`src/sv/ppsch_pkg.sv`:
```
`timescale 1ns / 1ps
`default_nettype none

package ppsch_pkg;

  // Input operation codes carried on in_tuser.
  localparam logic OP_LOAD = 1'b0;
  localparam logic OP_TICK = 1'b1;

  // One process table entry, stored as a single memory word.
  typedef struct packed {
    logic [7:0]  id;
    logic [15:0] arrival;
    logic [15:0] burst;
    logic [15:0] remaining;
    logic [7:0]  prio;
  } entry_t;

  // Running result of one table scan.
  typedef struct packed {
    logic       found;
    entry_t     best;
    logic       cur_hit;
    entry_t     cur;
    logic [1:0] busy_cnt;
  } scan_t;

  typedef enum logic [2:0] {
    ST_IDLE,
    ST_SCAN,
    ST_DRAIN,
    ST_DECIDE,
    ST_FINISH
  } state_t;

endpackage

`default_nettype wire

```
`src/sv/ppsch_ram.sv`:
```
`timescale 1ns / 1ps
`default_nettype none

module ppsch_ram #(
  parameter int WIDTH = 64,
  parameter int DEPTH = 16
) (
  input  wire logic                     clk,
  input  wire logic                     we,
  input  wire logic [$clog2(DEPTH)-1:0] waddr,
  input  wire logic [WIDTH-1:0]         wdata,
  input  wire logic                     re,
  input  wire logic [$clog2(DEPTH)-1:0] raddr,
  output logic      [WIDTH-1:0]         rdata
);

  logic [WIDTH-1:0] mem [DEPTH];

  // One write port and one registered read port.
  always_ff @(posedge clk) begin
    if (we) begin
      mem[waddr] <= wdata;
    end
    if (re) begin
      rdata <= mem[raddr];
    end
  end

endmodule

`default_nettype wire

```
`src/sv/ppsch_scan.sv`:
```
`timescale 1ns / 1ps
`default_nettype none

module ppsch_scan #(
  parameter int IW = 4
) (
  input  wire logic              clk,
  input  wire logic              clr,
  input  wire logic              ent_vld,
  input  wire ppsch_pkg::entry_t ent,
  input  wire logic [IW-1:0]     ent_k,
  input  wire logic [15:0]       now_tick,
  input  wire logic [IW-1:0]     cur_slot,
  input  wire logic              cur_valid,
  output ppsch_pkg::scan_t       res,
  output logic      [IW-1:0]     best_k
);
  import ppsch_pkg::*;

  scan_t         res_r;
  logic [IW-1:0] best_k_r;
  logic          ready;
  logic          better;

  // Shared compare unit: one entry is judged per cycle.
  assign ready  = (ent.remaining != 16'd0) && (ent.arrival <= now_tick);
  assign better = ready && (!res_r.found || (ent.prio < res_r.best.prio));

  always_ff @(posedge clk) begin
    if (clr) begin
      res_r.found    <= 1'b0;
      res_r.cur_hit  <= 1'b0;
      res_r.busy_cnt <= 2'd0;
    end else if (ent_vld) begin
      if (better) begin
        res_r.found <= 1'b1;
        res_r.best  <= ent;
        best_k_r    <= ent_k;
      end
      if (ready && cur_valid && (ent_k == cur_slot)) begin
        res_r.cur_hit <= 1'b1;
        res_r.cur     <= ent;
      end
      // Count entries with work left, saturating at two.
      if ((ent.remaining != 16'd0) && (res_r.busy_cnt != 2'd2)) begin
        res_r.busy_cnt <= res_r.busy_cnt + 2'd1;
      end
    end
  end

  assign res    = res_r;
  assign best_k = best_k_r;

endmodule

`default_nettype wire

```
`src/sv/preemptive_priority_scheduler.sv`:
```
`timescale 1ns / 1ps
`default_nettype none
// A load transfer produces no result.
// A tick transfer reads the process table from its single read port, one entry per cycle,
// then passes ST_DRAIN and ST_DECIDE and registers its report in ST_FINISH once the output is free.
// The empty table skips ST_SCAN and ST_DRAIN and goes straight to ST_DECIDE.
// One item is in work at a time; a new item is taken once the previous one has finished.
// Synchronous active-low reset empties the table, clears time and the running process.

module preemptive_priority_scheduler #(
  parameter int MAX_PROCS = 16
) (
  input  wire logic        clk,
  input  wire logic        rst_n,
  input  wire logic        in_tvalid,
  output logic             in_tready,
  // proc_id[7:0], arrival_time[23:8], burst_length[39:24], prio_level[47:40]
  input  wire logic [47:0] in_tdata,
  // op[0]
  input  wire logic        in_tuser,
  output logic             out_tvalid,
  input  wire logic        out_tready,
  // idle[0], running_id[8:1], finished[9], turnaround[25:10], waiting[41:26],
  // all_done[42], zero[47:43]
  output logic      [47:0] out_tdata
);
  import ppsch_pkg::*;

  localparam int IW = $clog2(MAX_PROCS);
  localparam int CW = $clog2(MAX_PROCS + 1);
  localparam logic [CW-1:0] FULL = CW'(MAX_PROCS);

  state_t        state_r, state_nxt;
  logic [CW-1:0] count_r;
  logic [CW-1:0] issue_k_r;
  logic          pend_r;
  logic [IW-1:0] pend_k_r;
  logic [15:0]   now_r;
  logic [IW-1:0] cur_slot_r;
  logic          cur_valid_r;
  logic          out_valid_r;
  logic [47:0]   out_data_r;

  entry_t        pk_r;
  logic [IW-1:0] pk_k_r;
  logic          pk_found_r;
  logic          done_r;

  logic          in_acc;
  logic          out_free;
  logic          scan_clr;
  logic          rd_en;
  logic          wr_en;
  logic [IW-1:0] wr_addr;
  entry_t        wr_data;
  entry_t        rd_data;
  entry_t        load_ent;
  scan_t         scan;
  logic [IW-1:0] best_k;
  logic          keep_cur;
  logic [16:0]   tat_full;
  logic [15:0]   tat;
  logic [15:0]   wt;
  logic          fin;

  assign in_tready = (state_r == ST_IDLE);
  assign in_acc    = in_tvalid && in_tready;
  assign out_free  = !out_valid_r || out_tready;

  assign load_ent.id        = in_tdata[7:0];
  assign load_ent.arrival   = in_tdata[23:8];
  assign load_ent.burst     = in_tdata[39:24];
  assign load_ent.remaining = in_tdata[39:24];
  assign load_ent.prio      = in_tdata[47:40];

  // Sequencer: next state and memory controls.
  always_comb begin
    state_nxt = state_r;
    scan_clr  = 1'b0;
    rd_en     = 1'b0;
    wr_en     = 1'b0;
    wr_addr   = pk_k_r;
    wr_data   = pk_r;
    wr_data.remaining = pk_r.remaining - 16'd1;
    unique case (state_r)
      ST_IDLE: begin
        wr_addr = count_r[IW-1:0];
        wr_data = load_ent;
        if (in_acc) begin
          if (in_tuser == OP_LOAD) begin
            wr_en = (count_r != FULL);
          end else begin
            scan_clr  = 1'b1;
            state_nxt = (count_r == '0) ? ST_DECIDE : ST_SCAN;
          end
        end
      end
      ST_SCAN: begin
        rd_en = 1'b1;
        if (issue_k_r == count_r - CW'(1)) begin
          state_nxt = ST_DRAIN;
        end
      end
      ST_DRAIN: begin
        state_nxt = ST_DECIDE;
      end
      ST_DECIDE: begin
        state_nxt = ST_FINISH;
      end
      ST_FINISH: begin
        if (out_free) begin
          wr_en     = pk_found_r;
          state_nxt = ST_IDLE;
        end
      end
      default: state_nxt = ST_IDLE;
    endcase
  end

  always_ff @(posedge clk) begin
    if (!rst_n) begin
      state_r <= ST_IDLE;
    end else begin
      state_r <= state_nxt;
    end
  end

  ppsch_ram #(
    .WIDTH ($bits(entry_t)),
    .DEPTH (MAX_PROCS)
  ) u_table (
    .clk   (clk),
    .we    (wr_en),
    .waddr (wr_addr),
    .wdata (wr_data),
    .re    (rd_en),
    .raddr (issue_k_r[IW-1:0]),
    .rdata (rd_data)
  );

  ppsch_scan #(
    .IW (IW)
  ) u_scan (
    .clk       (clk),
    .clr       (scan_clr),
    .ent_vld   (pend_r),
    .ent       (rd_data),
    .ent_k     (pend_k_r),
    .now_tick  (now_r),
    .cur_slot  (cur_slot_r),
    .cur_valid (cur_valid_r),
    .res       (scan),
    .best_k    (best_k)
  );

  // Read address counter and the tag of the word arriving next cycle.
  always_ff @(posedge clk) begin
    if (!rst_n) begin
      pend_r <= 1'b0;
    end else begin
      pend_r <= rd_en;
    end
    pend_k_r <= issue_k_r[IW-1:0];
    if (scan_clr) begin
      issue_k_r <= '0;
    end else if (rd_en) begin
      issue_k_r <= issue_k_r + CW'(1);
    end
  end

  // On a tie the process that ran last keeps the processor.
  assign keep_cur = scan.found && scan.cur_hit && (scan.cur.prio == scan.best.prio);

  always_ff @(posedge clk) begin
    if (state_r == ST_DECIDE) begin
      pk_found_r <= scan.found;
      pk_r       <= keep_cur ? scan.cur : scan.best;
      pk_k_r     <= keep_cur ? cur_slot_r : best_k;
      done_r     <= (scan.busy_cnt == 2'd0) ||
                    ((scan.busy_cnt == 2'd1) && scan.found &&
                     ((keep_cur ? scan.cur.remaining : scan.best.remaining) == 16'd1));
    end
  end

  // Turnaround and waiting times, both saturating.
  assign fin      = pk_found_r && (pk_r.remaining == 16'd1);
  assign tat_full = {1'b0, now_r} + 17'd1 - {1'b0, pk_r.arrival};
  assign tat      = tat_full[16] ? 16'hFFFF : tat_full[15:0];
  assign wt       = (tat >= pk_r.burst) ? (tat - pk_r.burst) : 16'd0;

  // Table count, time, running process and the output register.
  always_ff @(posedge clk) begin
    if (!rst_n) begin
      count_r     <= '0;
      now_r       <= 16'd0;
      cur_slot_r  <= '0;
      cur_valid_r <= 1'b0;
      out_valid_r <= 1'b0;
    end else begin
      if ((state_r == ST_FINISH) && out_free) begin
        out_valid_r <= 1'b1;
      end else if (out_valid_r && out_tready) begin
        out_valid_r <= 1'b0;
      end
      if (in_acc && (in_tuser == OP_LOAD) && (count_r != FULL)) begin
        count_r <= count_r + CW'(1);
      end
      if ((state_r == ST_FINISH) && out_free) begin
        cur_valid_r <= pk_found_r;
        if (pk_found_r) begin
          cur_slot_r <= pk_k_r;
        end
        if (now_r != 16'hFFFF) begin
          now_r <= now_r + 16'd1;
        end
      end
    end
    if ((state_r == ST_FINISH) && out_free) begin
      out_data_r <= {5'd0, done_r,
                     fin ? wt : 16'd0,
                     fin ? tat : 16'd0,
                     fin,
                     pk_found_r ? pk_r.id : 8'd0,
                     !pk_found_r};
    end
  end

  assign out_tvalid = out_valid_r;
  assign out_tdata  = out_data_r;

endmodule

`default_nettype wire

```
`config.mk`:
```
export PLATFORM = sky130hd
export DESIGN_NAME = preemptive_priority_scheduler
export DESIGN_NICKNAME = d
export VERILOG_FILES = /design/src/sv/ppsch_pkg.sv /design/src/sv/ppsch_ram.sv /design/src/sv/ppsch_scan.sv /design/src/sv/preemptive_priority_scheduler.sv
export SDC_FILE = /design/constraint.sdc
export NUM_CORES = 1
export LEC_CHECK = 0
export BUFFER_PORTS_ARGS = -buffer_cell sky130_fd_sc_hd__buf_2
export CAP_MARGIN = 30
export CORE_AREA = 2 2 350 352
export DETAILED_ROUTE_END_ITERATION = 10
export DIE_AREA = 0 0 352 354
export SLEW_MARGIN = 25
export SYNTH_ARGS = -nofsm -noshare
export SYNTH_HDL_FRONTEND = slang
export SYNTH_SLANG_ARGS = --single-unit
```
`constraint.sdc`:
```
create_clock -name clk -period 41.1 [get_ports clk]
set_input_delay 0 -clock clk [delete_from_list [all_inputs] [get_ports clk]]
set_output_delay 0 -clock clk [all_outputs]
set_load 0.1 [all_outputs]
```
# Word-level counts from Yosys, hierarchy flattened
# Memories as Yosys holds them, arrays and structs flattened. A register that Yosys moved wholly into a read port is not among the register bits.
# Index checks and enable logic that the tools add are counted.
# word_totals
ff_bits	289
mem_bits_rw	1024
out_inout_bits	50
elab_cells	126
memories	1
# mem_list
name	words	width	read_ports	rd_clocked_by_memory_dff	write_ports	line	rtl
u_table.mem	16	64	1	1	1	ppsch_ram.sv:17	logic [WIDTH-1:0] mem [DEPTH];
# op_classes
add_sub_neg	9
n_lt_le_gt_ge	3
n_eq_ne	17
muxes	24
bitwise_logic	2
reduce_logical	35
# op_table
cell	count
64-bit 2-to-1 mux	2
16-bit by 1-bit == test with 1-bit output, second input constant	2
16-bit 2-to-1 mux	2
16-bit by 1-bit adder with 17-bit output, second input constant	1
17-bit by 16-bit subtractor with 17-bit output	1
16-bit by 1-bit adder with 16-bit output, second input constant	1
16-bit greater-or-equal comparator	1
16-bit <= comparator	1
16-bit inequality test, second input constant	1
16-bit nonzero test	1
16-bit by 1-bit subtractor with 16-bit output, second input constant	1
16-bit subtractor	1
1-bit logical AND	15
3-bit one-hot mux with 5 select lines	1
3-bit 2-to-1 mux	4
2-bit AND reduction	6
1-bit 2-to-1 mux	11
5-bit by 1-bit adder with 5-bit output, second input constant	2
8-bit == test	1
8-bit < comparator	1
4-bit 2-to-1 mux	2
3-bit by 2-bit == test with 1-bit output, second input constant	2
2-bit inequality test, second input constant	3
3-bit AND reduction	2
other kinds (19)	25

# Logic depth before layout (Yosys ltp)
# Gate-level depths: netlist of run 1.
# logic_depth
ltp_word	6
mapped_depth	22

# Hierarchy
# A second synthesis of run 1 with hierarchy kept.
# unflattened
cells_unflattened	2806
hier_area_um2	54357.1
# modules_own_cells
mod	instances	cells_each	area_each_um2
ppsch_ram	1	1647	40222.3
preemptive_priority_scheduler	1	916	9307.7
ppsch_scan	1	243	4827.1

# Worst setup path before layout of run 1
# No wires, ideal clock.
# synth_path
kind	register -> register
start	reg now_r[1]
end	reg u_scan.best_k_r[0] (netlist: u_scan.best_k[0]), enable pin
arrival_time_ns	12.332
required_ns	40.243
path_slack_ns	27.911
path_stages_with_launch	10
path_buffers	0
period_less_slack_ns	13.189
cell_sequence	dfxtp_1 > inv_1 > ha_1 > nor2b_1 > o21a_1 > o21ai_0 > a21oi_1 > a2111oi_0 > a21oi_1 > a2111oi_0
# synth_between
elab_chain_cells	4
# synth_rtl
element	line	rtl
start: declaration	preemptive_priority_scheduler.sv:38	logic [15:0] now_r;
start signal: assignment	preemptive_priority_scheduler.sv:214	now_r <= now_r + 16'd1;
16-bit <= comparator	ppsch_scan.sv:26	assign ready = (ent.remaining != 16'd0) && (ent.arrival <= now_tick);
1-bit logical AND	ppsch_scan.sv:26	
1-bit logical AND	ppsch_scan.sv:27	assign better = ready && (!res_r.found || (ent.prio < res_r.best.prio));
3-bit AND reduction (no line)	n/a	
end signal: assignment	ppsch_scan.sv:38	best_k_r <= ent_k;
end: declaration	ppsch_scan.sv:21	logic [IW-1:0] best_k_r;
# Every way passes these cells.
# A chain may end at the register's enable or synchronous reset.

# Final worst setup path of run 1
# layout_path
start	reg now_r[2]
end	reg out_data_r[32] (netlist: out_tdata[32]), data pin
# layout_between
elab_chain_cells	5
# layout_rtl
element	line	rtl
16-bit by 1-bit adder with 17-bit output *	preemptive_priority_scheduler.sv:187	assign tat_full = {1'b0, now_r} + 17'd1 - {1'b0, pk_r.arrival};
17-bit by 16-bit subtractor with 17-bit output *	preemptive_priority_scheduler.sv:187	
16-bit 2-to-1 mux *	preemptive_priority_scheduler.sv:188	assign tat = tat_full[16] ? 16'hFFFF : tat_full[15:0];
16-bit greater-or-equal comparator	preemptive_priority_scheduler.sv:189	assign wt = (tat >= pk_r.burst) ? (tat - pk_r.burst) : 16'd0;
2-bit AND reduction (no line)	n/a	
end signal: assignment	preemptive_priority_scheduler.sv:219	out_data_r <= {5'd0, done_r,
end: declaration	preemptive_priority_scheduler.sv:42	logic [47:0] out_data_r;
# Mark *: on every way between the ends. The rest lies on a longest branch, timed or not.

==> results of run 1 <==
-- cells in the final DEF, fill, tap and decap left out, drive strengths merged, types with 15 or more instances in the layout --
cell type and n:
clkbuf 177, xnor2 45, nand2b 15, dlygate4sd3 45
nor2 98, edfxtp 1333, xor2 28, ha 79
a21oi 34, nor4 16, buf 188, nand2 126
mux2 60, inv 80, clkinv 51, dfxtp 44
and2 27, mux4 320, nand3 27, bufinv 18
nand4 15, o21ai 74
-- logic make-up after synthesis --
| group | Yosys count | synth area share, % |
|---|---|---|
| AND/OR/NAND/NOR | 372 | 3.26 |
| multiplexers | 387 | 14.7 |
| other | 1 | 0.00692 |
| XOR/XNOR | 73 | 1.18 |
| adder cells (fa/ha/maj) | 81 | 1.90 |
| AO/OA/AOI/OAI | 172 | 1.98 |
| buffers and inverters | 191 | 1.46 |
| flip-flops | 1377 | 75.5 |
-- power by group through the flow --
stage          clock network, mW  registers [mW]  logic [mW]
4_1_cts                     1.31            1.68       0.603
6_report                    1.28            1.68       0.598
2_1_floorplan                  0            1.68       0.471
5_1_grt                     1.36            1.69       0.640
3_3_place_gp                   0            1.71       0.585
3_5_place_dp                   0            1.71       0.598
-- metrics by stage --
step	util, %	worst slack [ns]	instances	area (um2)
CTS	51.4	36.02	4646	62100
floorplan	-	27.91	2658	54200
detailed placement	47.2	36.05	4352	57100
finish	51.5	36.02	4655	62200
global route	51.5	35.65	4655	62200
global placement	47.2	36.13	4351	57000
-- path summary, 6_finish.rpt --
kind                                                 endpoint  slack, ns                  start  cells past startpoint
worst max-delay path              out_tdata[32]$_SDFFCE_PN0P_      36.02  now_r[2]$_SDFFE_PN0P_                     19
worst min-delay path            u_table.mem[10][33]$_DFFE_PP_       0.01           in_tdata[33]                      4
worst max register to register    out_tdata[32]$_SDFFCE_PN0P_      36.02  now_r[2]$_SDFFE_PN0P_                     19
worst min register to register        out_tdata[42]$_DFFE_PP_       0.42       done_r$_DFFE_PP_                      0
-- layout make-up --
class / count / area share (%)
Clock buffer: 174 / 6.02
Inverter: 74 / 0.450
Sequential cell: 1377 / 65.8
Tap cell: 1625 / 3.27
Multi-Input combinational cell: 1090 / 20.3
Timing Repair Buffer: 236 / 2.74
Clock inverter: 79 / 1.43
-- sequential cells by signal, summed over array words and instances, names as in the netlist, 3 cells and up --
signal         flops
issue_k_r          5
pend_k_r           4
cur_slot_r         4
pk_k_r             4
now_r             16
pk_r              64
out_tdata         43
state_r            3
u_scan.best_k      4
u_scan.res       132
u_table.mem     1024
count_r            5
u_table.rdata     64
-- worst min-delay path, stage by stage --
cell	delay (ns)
buf_2	0.08
nand2_1	0.15
o21ai_0	0.15
buf_4	0.22
-- metal layers --
layer	part of all wire (%)	track usage [%]	up-vias
met2	48	34.5	896
met4	2.5	6.61	0
met5	0	0	-
met3	6.9	4.07	166
li1	-	-	11300
met1	42	29.8	14300
==> metrics.yaml, run 1 <==
status:
  status: "finished with violations"
  violations: "max-slew violations"
route:
  wire_per_inst_um: 28.6
  firstDrtPassIters: 6
  dr_total_vias: 26700
  final_antenna_net_count: 0
  viasPerCell: 5.73
  drcViolationCount: 0
  drtIter0Drc: 2950
  totalWireLength_um: 133000
yosys:
  yosys_warnings: 0
  synth_top_area_share_pct: 73.9
  seq_area_frac_synth_pct: 75.5
  synth-main-ff-cell: "edfxtp_1"
  synth_common_cells: "edfxtp_1, mux4_2, nand2_1"
  synth.area.top_cells: "edfxtp_1, mux4_2, ha_1, dfxtp_1, mux2_1"
  avgSynthCellArea_um2: 20.4
  synthArstFlopShare_pct: 0
  synth_most_common_cell: "edfxtp_1"
  synth_enable_flop_cells: 1333
  syn_inst: 2654
  syn_area_um2: 54200
  ys_ff_latch: 1377
  synthDistinctLibCells: 65
  synth.largest_area_cell: "edfxtp_1"
power:
  p_leak_nw: 20.1
  ir_worst_vdd_v: 0.0000572
  internal-power_mw: 2.71
  p_clk_share_pct: 36.0
  power.total_mw: 3.56
  swShare_pct: 24.0
  power.density_nw_per_um2: 57.2
  switchingPower_mw: 0.855
  power.share.combinational_pct: 16.8
  pwr-share-seq_pct: 47.2
place:
  portBuffers: 97
  place.gp.congestion: 0.885
  dp_hpwl_um: 74300
critical_path:
  crit_type: "register to register"
  arrival_ns: 5.53
  critPathLaunchType: "register"
  cp_max_fo: 16
  crit_family: "compound AO/OA/AOI/OAI gates"
  path_common_cell: "ha_1"
  cpMaxStageDelayCell: "a311o_1"
  crit_buf_inv: 2
  critPathCaptureType: "register"
  path_cells: "ha_1 -> ha_1 -> a211oi_1 -> o211ai_2 -> nand3_1 -> a21oi_2 -> xnor2_1 -> buf_4 -> nor2_1 -> ha_1 -> inv_1 -> fa_1 -> a211oi_1 -> o21ai_1 -> a21o_1 -> a21oi_2 -> o21a_1 -> a311o_1 -> a221oi_1"
  max_stage_delay_ns: 0.61
  critical_path_required_ns: 41.54
final_layout:
  register_area_um2: 40900
  n_fill_cell: 9463
  area_growth_syn_to_layout_pct: 14.9
  antennaDiodeCount: 0
  multi_input_area_um2: 12600
  fin_nets: 3054
  drive_above_1_share_pct: 25.1
clock_network:
  cts.sinks: 1377
  clock_path_buffers: 3
  cts_setup_buffers: 0
  clock_latency_ns: 0.73
  cts_buffers: 141
  cts_tree: "done"
  cts_resized: 0
  htree_levels: 4
  hold_buffers: 41
  clk_pin_slew_ns: 0.06
  root_buffer: "clkbuf_16"
timing:
  max_slew_margin_pct: -12.8
  drv_slew: 67
  fmax_mhz: 197
  timing.hold.ws_ns: 0.0131
  setup_viol: 0
  setup_tns_ns: 0
  period_needed_ns: 5.08
  fin_skew_ns: 0.0242
  tightest_slew_ns: 1.69
  fin_crit_sh_pct: 12.4
  hold_violations: 0
  rsz0062_at_grt: "no"
floorplanning:
  fp.dieH_um: 354
  start_util_pct: 44.8
  die_w_um: 352
  ios: 103
  die_area_um2: 125000
  core_area_um2: 121000
  num_rows: 128
global_route:
  antenna_found_initial: 7
  grt_max_degree: 160
  grt_usage_pct: 21.4
  grt_overflow: 0
  grt_pass1_vias: 27400
  grt_first_pass_wirelength_um: 191000
min_path:
  hp-class: "input pin to register"
flow_run:
  maxCapViolCount: 0
Note: power is estimated with default switching activity, not from simulation.
==> run 2: changes to the inputs <==
Clock period 41.1 ns to 4.9 ns, I/O delays scaled along.
==> run 2 against run 1 <==
- the flow now finishes without violations
- fmax is 10% higher
- register-to-register slack worse by 36 ns
- hold slack improved by 0.031 ns
- final cell count grew 0.73%
- non-clock buffer count up 32
- largest cell class unchanged
- highest routed layer unchanged
==> metrics.yaml, run 2 (same netlist as run 1, synthesis figures left out) <==
clock_network:
  root_buffer: "clkbuf_16"  # unchanged
  cts.sinks: 1377  # unchanged
  cts_tree: "done"  # unchanged
  clock_latency_ns: 0.77  # was 0.73 ns
  clk_pin_slew_ns: 0.06  # about the same
  clock_path_buffers: 3  # unchanged
  cts_buffers: 141  # unchanged
  htree_levels: 4  # unchanged
route:
  dr_total_vias: 26800  # was 26700
  drcViolationCount: 0  # unchanged
  viasPerCell: 5.72  # was 5.73
  totalWireLength_um: 133000  # about the same
  final_antenna_net_count: 0  # unchanged
  firstDrtPassIters: 7  # was 6
  wire_per_inst_um: 28.4  # was 28.6 um
  drtIter0Drc: 2670  # was 2950
critical_path:
  critPathLaunch: "now_r[1]$_SDFFE_PN0P_"  # was now_r[2]$_SDFFE_PN0P_
  critPathCaptureType: "register"  # unchanged
  arrival_ns: 5.10  # was 5.53 ns
  cp_max_fo: 14  # was 16
  r2r-start: "now_r[1]$_SDFFE_PN0P_"  # was now_r[2]$_SDFFE_PN0P_
  critical_path_required_ns: 5.39  # was 41.54 ns
  crit_type: "register to register"  # unchanged
  critPathLaunchType: "register"  # unchanged
final_layout:
  layout_commonest_cell: "edfxtp_1"  # unchanged
  fin_nets: 3086  # was 3054
  top_register: "u_table.mem"  # unchanged
  layout_common_cells: "edfxtp_1, mux4_2, clkbuf_16, nand2_1, buf_2"  # unchanged
  final_core_util_pct: 51.9  # was 51.5%
  largest_reg_flops: 1024  # unchanged
  fin_cells: 4689  # was 4655
  area_growth_syn_to_layout_pct: 15.8  # was 14.9%
  n_fill_cell: 9354  # was 9463
  antennaDiodeCount: 0  # unchanged
  drive_above_1_share_pct: 25.4  # was 25.1%
global_route:
  grt_max_degree: 71  # was 160
  grt_first_pass_wirelength_um: 192000  # was 191000 um
  grt_overflow: 0  # unchanged
  grt_usage_pct: 21.4  # about the same
  antenna_found_initial: 0  # was 7
  grt_pass1_vias: 27500  # was 27400
timing:
  fin_crit_sh_pct: 94.2  # was 12.4%
  hold_violations: 0  # unchanged
  drv_slew: 0  # was 67
  fmax_mhz: 217  # was 197 MHz
  setup_viol: 0  # unchanged
  max_slew_margin_pct: 35.2  # was -12.8%
  fin_skew_ns: 0.0317  # was 0.0242 ns
  tightest_slew_ns: 0.972  # was 1.69 ns
  timing.hold.ws_ns: 0.0439  # was 0.0131 ns
  setup_tns_ns: 0  # unchanged
  period_needed_ns: 4.62  # was 5.08 ns
power:
  ir_worst_vdd_v: 0.000367  # was 0.0000572 V
  p_leak_nw: 20.3  # was 20.1 nW
  power.density_nw_per_um2: 474  # was 57.2 nW/um2
floorplanning:
  fp.dieH_um: 354  # unchanged
  die_area_um2: 125000  # unchanged
  die_w_um: 352  # unchanged
  ios: 103  # unchanged
  start_util_pct: 44.8  # unchanged
  core_area_um2: 121000  # unchanged
  num_rows: 128  # unchanged
place:
  place.gp.congestion: 0.890  # was 0.885
  portBuffers: 97  # unchanged
  dp.cells: 4371  # was 4352
  dp_hpwl_um: 75700  # was 74300 um
flow_run:
  maxCapViolCount: 0  # unchanged
min_path:
  hp-class: "input pin to register"  # unchanged
  hold_start: "in_tdata[39]"  # was in_tdata[33]
status:
  status: "finished clean"  # was finished with violations
run 2: worst paths after layout:
kind,end,slack (ns),cells after the start
worst min register to register,u_scan.res[100]$_DFFE_PP_,0.44,0
worst max-delay path,out_tdata[39]$_SDFFCE_PN0P_,0.28,22
worst max register to register,out_tdata[39]$_SDFFCE_PN0P_,0.28,22
worst min-delay path,u_table.mem[6][23]$_DFFE_PP_,0.04,3
run 2: per-layer routing:
metal  global-route usage [%]  part of all wire (%)
met4                     6.28                   2.5
met3                     3.38                   5.7
met5                        0                     0
met1                     29.6                    42
met2                     35.3                    50
run 2: per-stage QoR:
stage | setup WS [ns] | instance area, um2 | power (mW)
2_1_floorplan | -0.548 | 54200 | 18.0
3_3_place_gp | 0.231 | 57600 | 19.5
3_5_place_dp | 0.0714 | 57600 | 19.6
4_1_cts | 0.0489 | 62500 | 30.0
5_1_grt | -0.0152 | 62700 | 30.8
6_report | 0.284 | 62700 | 29.7
run 2: final cells by class:
type / instances / area, um2 / share of cell area, %
Tap cell: 1625 / 2030 / 3.24
Sequential cell: 1377 / 40900 / 65.3
Timing Repair Buffer: 268 / 2300 / 3.67
Inverter: 74 / 280 / 0.447
Multi-Input combinational cell: 1090 / 12700 / 20.3
Clock inverter: 74 / 689 / 1.10
Clock buffer: 181 / 3770 / 6.02
run 2: worst max-delay path, stage by stage (launching register included):
cell	delay, ns
dfxtp_1	0.38
inv_1	0.09
ha_1	0.30
inv_1	0.06
ha_1	0.22
a211oi_1	0.10
buf_4	0.15
o211ai_4	0.21
nand3_2	0.13
a21oi_2	0.19
xnor2_2	0.13
nor2_2	0.18
ha_1	0.20
inv_1	0.06
fa_1	0.46
a211oi_2	0.28
o21ai_1	0.12
a21o_1	0.21
a21oi_4	0.20
o21a_1	0.17
a311o_1	0.24
buf_6	0.18
a31oi_1	0.06
run 2: power by group:
part           internal (mW)  switching, mW
Sequential              13.7          0.383
Combinational           2.68           2.52
Clock                   5.96           4.46
run 2: repair_timing:
item / CTS / global route
endpoints found under the hold margin: 830 / 23
setup endpoints to repair: 0 / 16
resized for setup: 0 / 9
setup buffers: 0 / 3
hold buffers: 49 / 2
==> run 3: changes to the inputs <==
Settings changed: CORE_AREA 2 2 350 352 to 2 2 266 464, DIE_AREA 0 0 352 354 to 0 0 268 466.
Clock period 4.9 ns to 3.95 ns, I/O delays scaled along.
==> run 3 against run 2 <==
- the run now ends with negative setup slack left
- utilization rose by 0.89 points
- critical path depth decreased by 5
- combinational power increased by 27%
- via count increased by 1.1%
- total power is 21% higher
- critical endpoint is now out_tdata[32]$_SDFFCE_PN0P_
==> metrics.yaml, run 3 (same netlist as run 1, synthesis figures left out) <==
timing:
  max_slew_margin_pct: 31.8  # was 35.2%
  fin_skew_ns: 0.0374  # was 0.0317 ns
  fmax_mhz: 239  # was 217 MHz
  period_needed_ns: 4.19  # was 4.62 ns
  tightest_slew_ns: 1.02  # was 0.972 ns
  rsz0062_at_grt: "yes"
  hold_violations: 0  # unchanged
  setup_viol: 16  # was 0
  fin_crit_sh_pct: 106  # was 94.2%
  setup_ws_ns: -0.242  # was 0.284 ns
  drv_slew: 0  # unchanged
clock_network:
  cts_buffers: 117  # was 141
  htree_levels: 3  # was 4
  cts_tree: "done"  # unchanged
  clock_path_buffers: 3  # unchanged
  clk_pin_slew_ns: 0.08  # was 0.06 ns
  cts.sinks: 1377  # unchanged
  clock_latency_ns: 0.75  # was 0.77 ns
  root_buffer: "clkbuf_16"  # unchanged
critical_path:
  endpoint: "out_tdata[32]$_SDFFCE_PN0P_"  # was out_tdata[39]$_SDFFCE_PN0P_
  arrival_ns: 4.77  # was 5.10 ns
  critical_path_required_ns: 4.53  # was 5.39 ns
  crit_type: "register to register"  # unchanged
  ff2ff_path_depth: 17  # was 22
  path_common_cell: "ha_4"
  cpMaxStageDelayCell: "or4_4"  # was fa_1
  r2r-end: "out_tdata[32]$_SDFFCE_PN0P_"  # was out_tdata[39]$_SDFFCE_PN0P_
  path_cells: "ha_1 -> inv_2 -> ha_4 -> fa_2 -> a211oi_4 -> buf_4 -> nor2_2 -> o21a_1 -> nor2_1 -> xor2_1 -> nand2b_1 -> ha_4 -> nand3_4 -> or4_4 -> a311o_1 -> buf_6 -> a221oi_2"  # was inv_1 -> ha_1 -> inv_1 -> ha_1 -> a211oi_1 -> buf_4 -> o211ai_4 -> nand3_2 -> a21oi_2 -> xnor2_2 -> nor2_2 -> ha_1 -> inv_1 -> fa_1 -> a211oi_2 -> o21ai_1 -> a21o_1 -> a21oi_4 -> o21a_1 -> a311o_1 -> buf_6 -> a31oi_1
  max_stage_delay_ns: 0.43  # was 0.46 ns
  critPathLaunchType: "register"  # unchanged
  r2r_slack_ns: -0.24  # was 0.28 ns
  critPathLaunch: "pk_r[41]$_DFFE_PP_"  # was now_r[1]$_SDFFE_PN0P_
  r2r-start: "pk_r[41]$_DFFE_PP_"  # was now_r[1]$_SDFFE_PN0P_
  cp_max_fo: 8  # was 14
  critPathCaptureType: "register"  # unchanged
floorplanning:
  fp.dieH_um: 466  # was 354 um
  die_area_um2: 125000  # about the same
  ios: 103  # unchanged
  num_rows: 169  # was 128
  die_w_um: 268  # was 352 um
  start_util_pct: 44.7  # was 44.8%
  core_area_um2: 121000  # about the same
route:
  final_antenna_net_count: 0  # unchanged
  totalWireLength_um: 135000  # was 133000 um
  drcViolationCount: 0  # unchanged
  dr_total_vias: 27100  # was 26800
  firstDrtPassIters: 6  # was 7
  drtIter0Drc: 2618  # was 2670
  viasPerCell: 5.66  # was 5.72
  wire_per_inst_um: 28.1  # was 28.4 um
global_route:
  antenna_found_initial: 3  # was 0
  grt_overflow: 0  # unchanged
  grt_usage_pct: 21.9  # was 21.4%
  grt_pass1_vias: 28600  # was 27500
  grt_first_pass_wirelength_um: 195000  # was 192000 um
  grt_max_degree: 71  # unchanged
final_layout:
  largest_reg_flops: 1024  # unchanged
  n_fill_cell: 9342  # was 9354
  top_register: "u_table.mem"  # unchanged
  area_growth_syn_to_layout_pct: 18.0  # was 15.8%
  final_area_um2: 63900  # was 62700 um2
  fin_nets: 3205  # was 3086
  layout_common_cells: "edfxtp_1, mux4_2, buf_4, nand2_1, clkbuf_16"  # was edfxtp_1, mux4_2, clkbuf_16, nand2_1, buf_2
  layout_commonest_cell: "edfxtp_1"  # unchanged
  drive_above_1_share_pct: 30.5  # was 25.4%
place:
  dp_hpwl_um: 78800  # was 75700 um
  dpl-instance-area_um2: 58800  # was 57600 um2
  portBuffers: 97  # unchanged
  place.gp.congestion: 0.875  # was 0.890
power:
  p_leak_nw: 20.8  # was 20.3 nW
  power.total_mw: 35.9  # was 29.7 mW
  ir_worst_vdd_v: 0.000376  # was 0.000367 V
  power.density_nw_per_um2: 562  # was 474 nW/um2
flow_run:
  maxCapViolCount: 0  # unchanged
status:
  violations: "negative setup slack"
  status: "finished with violations"  # was finished clean
min_path:
  hp-class: "input pin to register"  # unchanged
-- run 3: cell count changes in the layout (fill, tap and decap cells not counted), sizes merged --
cell / previous run / this run
clkinvlp: 5 / 6
bufinv: 9 / 15
diode: 0 / 1
clkinv: 50 / 41
clkdlybuf4s15: 0 / 1
clkbuf: 186 / 157
dlygate4sd3: 51 / 47
buf: 212 / 359
inv: 84 / 75
-- run 3: power breakdown --
part | internal [mW] | total [mW] | switching, mW | leakage [nW]
Combinational | 3.38 | 6.58 | 3.21 | 6.36
Clock | 6.71 | 11.9 | 5.22 | 1.92
Sequential | 17.0 | 17.4 | 0.409 | 12.5
Total | 27.1 | 35.9 | 8.83 | 20.8
-- run 3: critical path: cells and delay by family, from the launching register on --
family	cells	cell delay (ns)
adder cells (fa/ha/maj)	4	1.16
AO/OA/AOI/OAI	4	1.02
AND/OR/NAND/NOR	5	0.83
flip-flops	1	0.39
buffers and inverters	3	0.37
XOR/XNOR	1	0.25
-- run 3: stage by stage --
step                util, %  setup WS [ns]  setup TNS [ns]  cells  hold WS, ns
finish                 52.7         -0.242           -3.13   4793       0.0250
global route           52.7         -0.410           -5.97   4793       0.0399
global placement       48.5         -0.586           -8.22   4505        0.374
detailed placement     48.5         -0.693           -8.81   4505        0.405
floorplan                 -          -1.50        -1318.29   2658        0.117
CTS                    52.6         -0.238           -3.09   4783      0.00400
-- run 3: how the worst min path moves through the flow --
stage                       from                       endpoint  slack, ns  depth (start not counted)
finish              in_tdata[38]  u_table.mem[13][38]$_DFFE_PP_       0.02                          4
floorplan                  rst_n        state_r[2]$_SDFFE_PN0P_       0.12                          1
detailed placement    out_tready        out_tvalid$_SDFFE_PN0P_       0.40                          3
global placement      out_tready        out_tvalid$_SDFFE_PN0P_       0.37                          3
CTS                 in_tdata[31]   u_table.mem[0][31]$_DFFE_PP_      0.004                          4
global route        in_tdata[31]   u_table.mem[5][15]$_DFFE_PP_       0.04                          4
-- run 3: layout make-up --
cell class | instances | area, um2 | share of cell area, %
Timing Repair Buffer | 411 | 3540 | 5.54
Clock buffer | 153 | 3210 | 5.02
Sequential cell | 1377 | 40900 | 64.0
Tap cell | 1624 | 2030 | 3.18
Antenna cell | 1 | 2.50 | 0.00392
Multi-Input combinational cell | 1090 | 13100 | 20.6
Inverter | 74 | 279 | 0.437
Clock inverter | 63 | 776 | 1.21
-- run 3: per-layer routing --
layer	track usage, %	up-vias	part of all wire [%]
met4	5.72	0	2.2
met2	38.3	927	52
met5	0	-	0
li1	-	11600	-
met3	3.00	165	6.1
met1	28.9	14400	40
-- run 3: timing repair --
item | CTS | global route
pin swaps | 36 | 6
hold buffers | 46 | 1
resized for setup | 77 | 14
endpoints found under the hold margin | 744 | 2
buffers inserted | 14 | 3
cloned | 2 | 0
setup endpoints to repair | 16 | 16
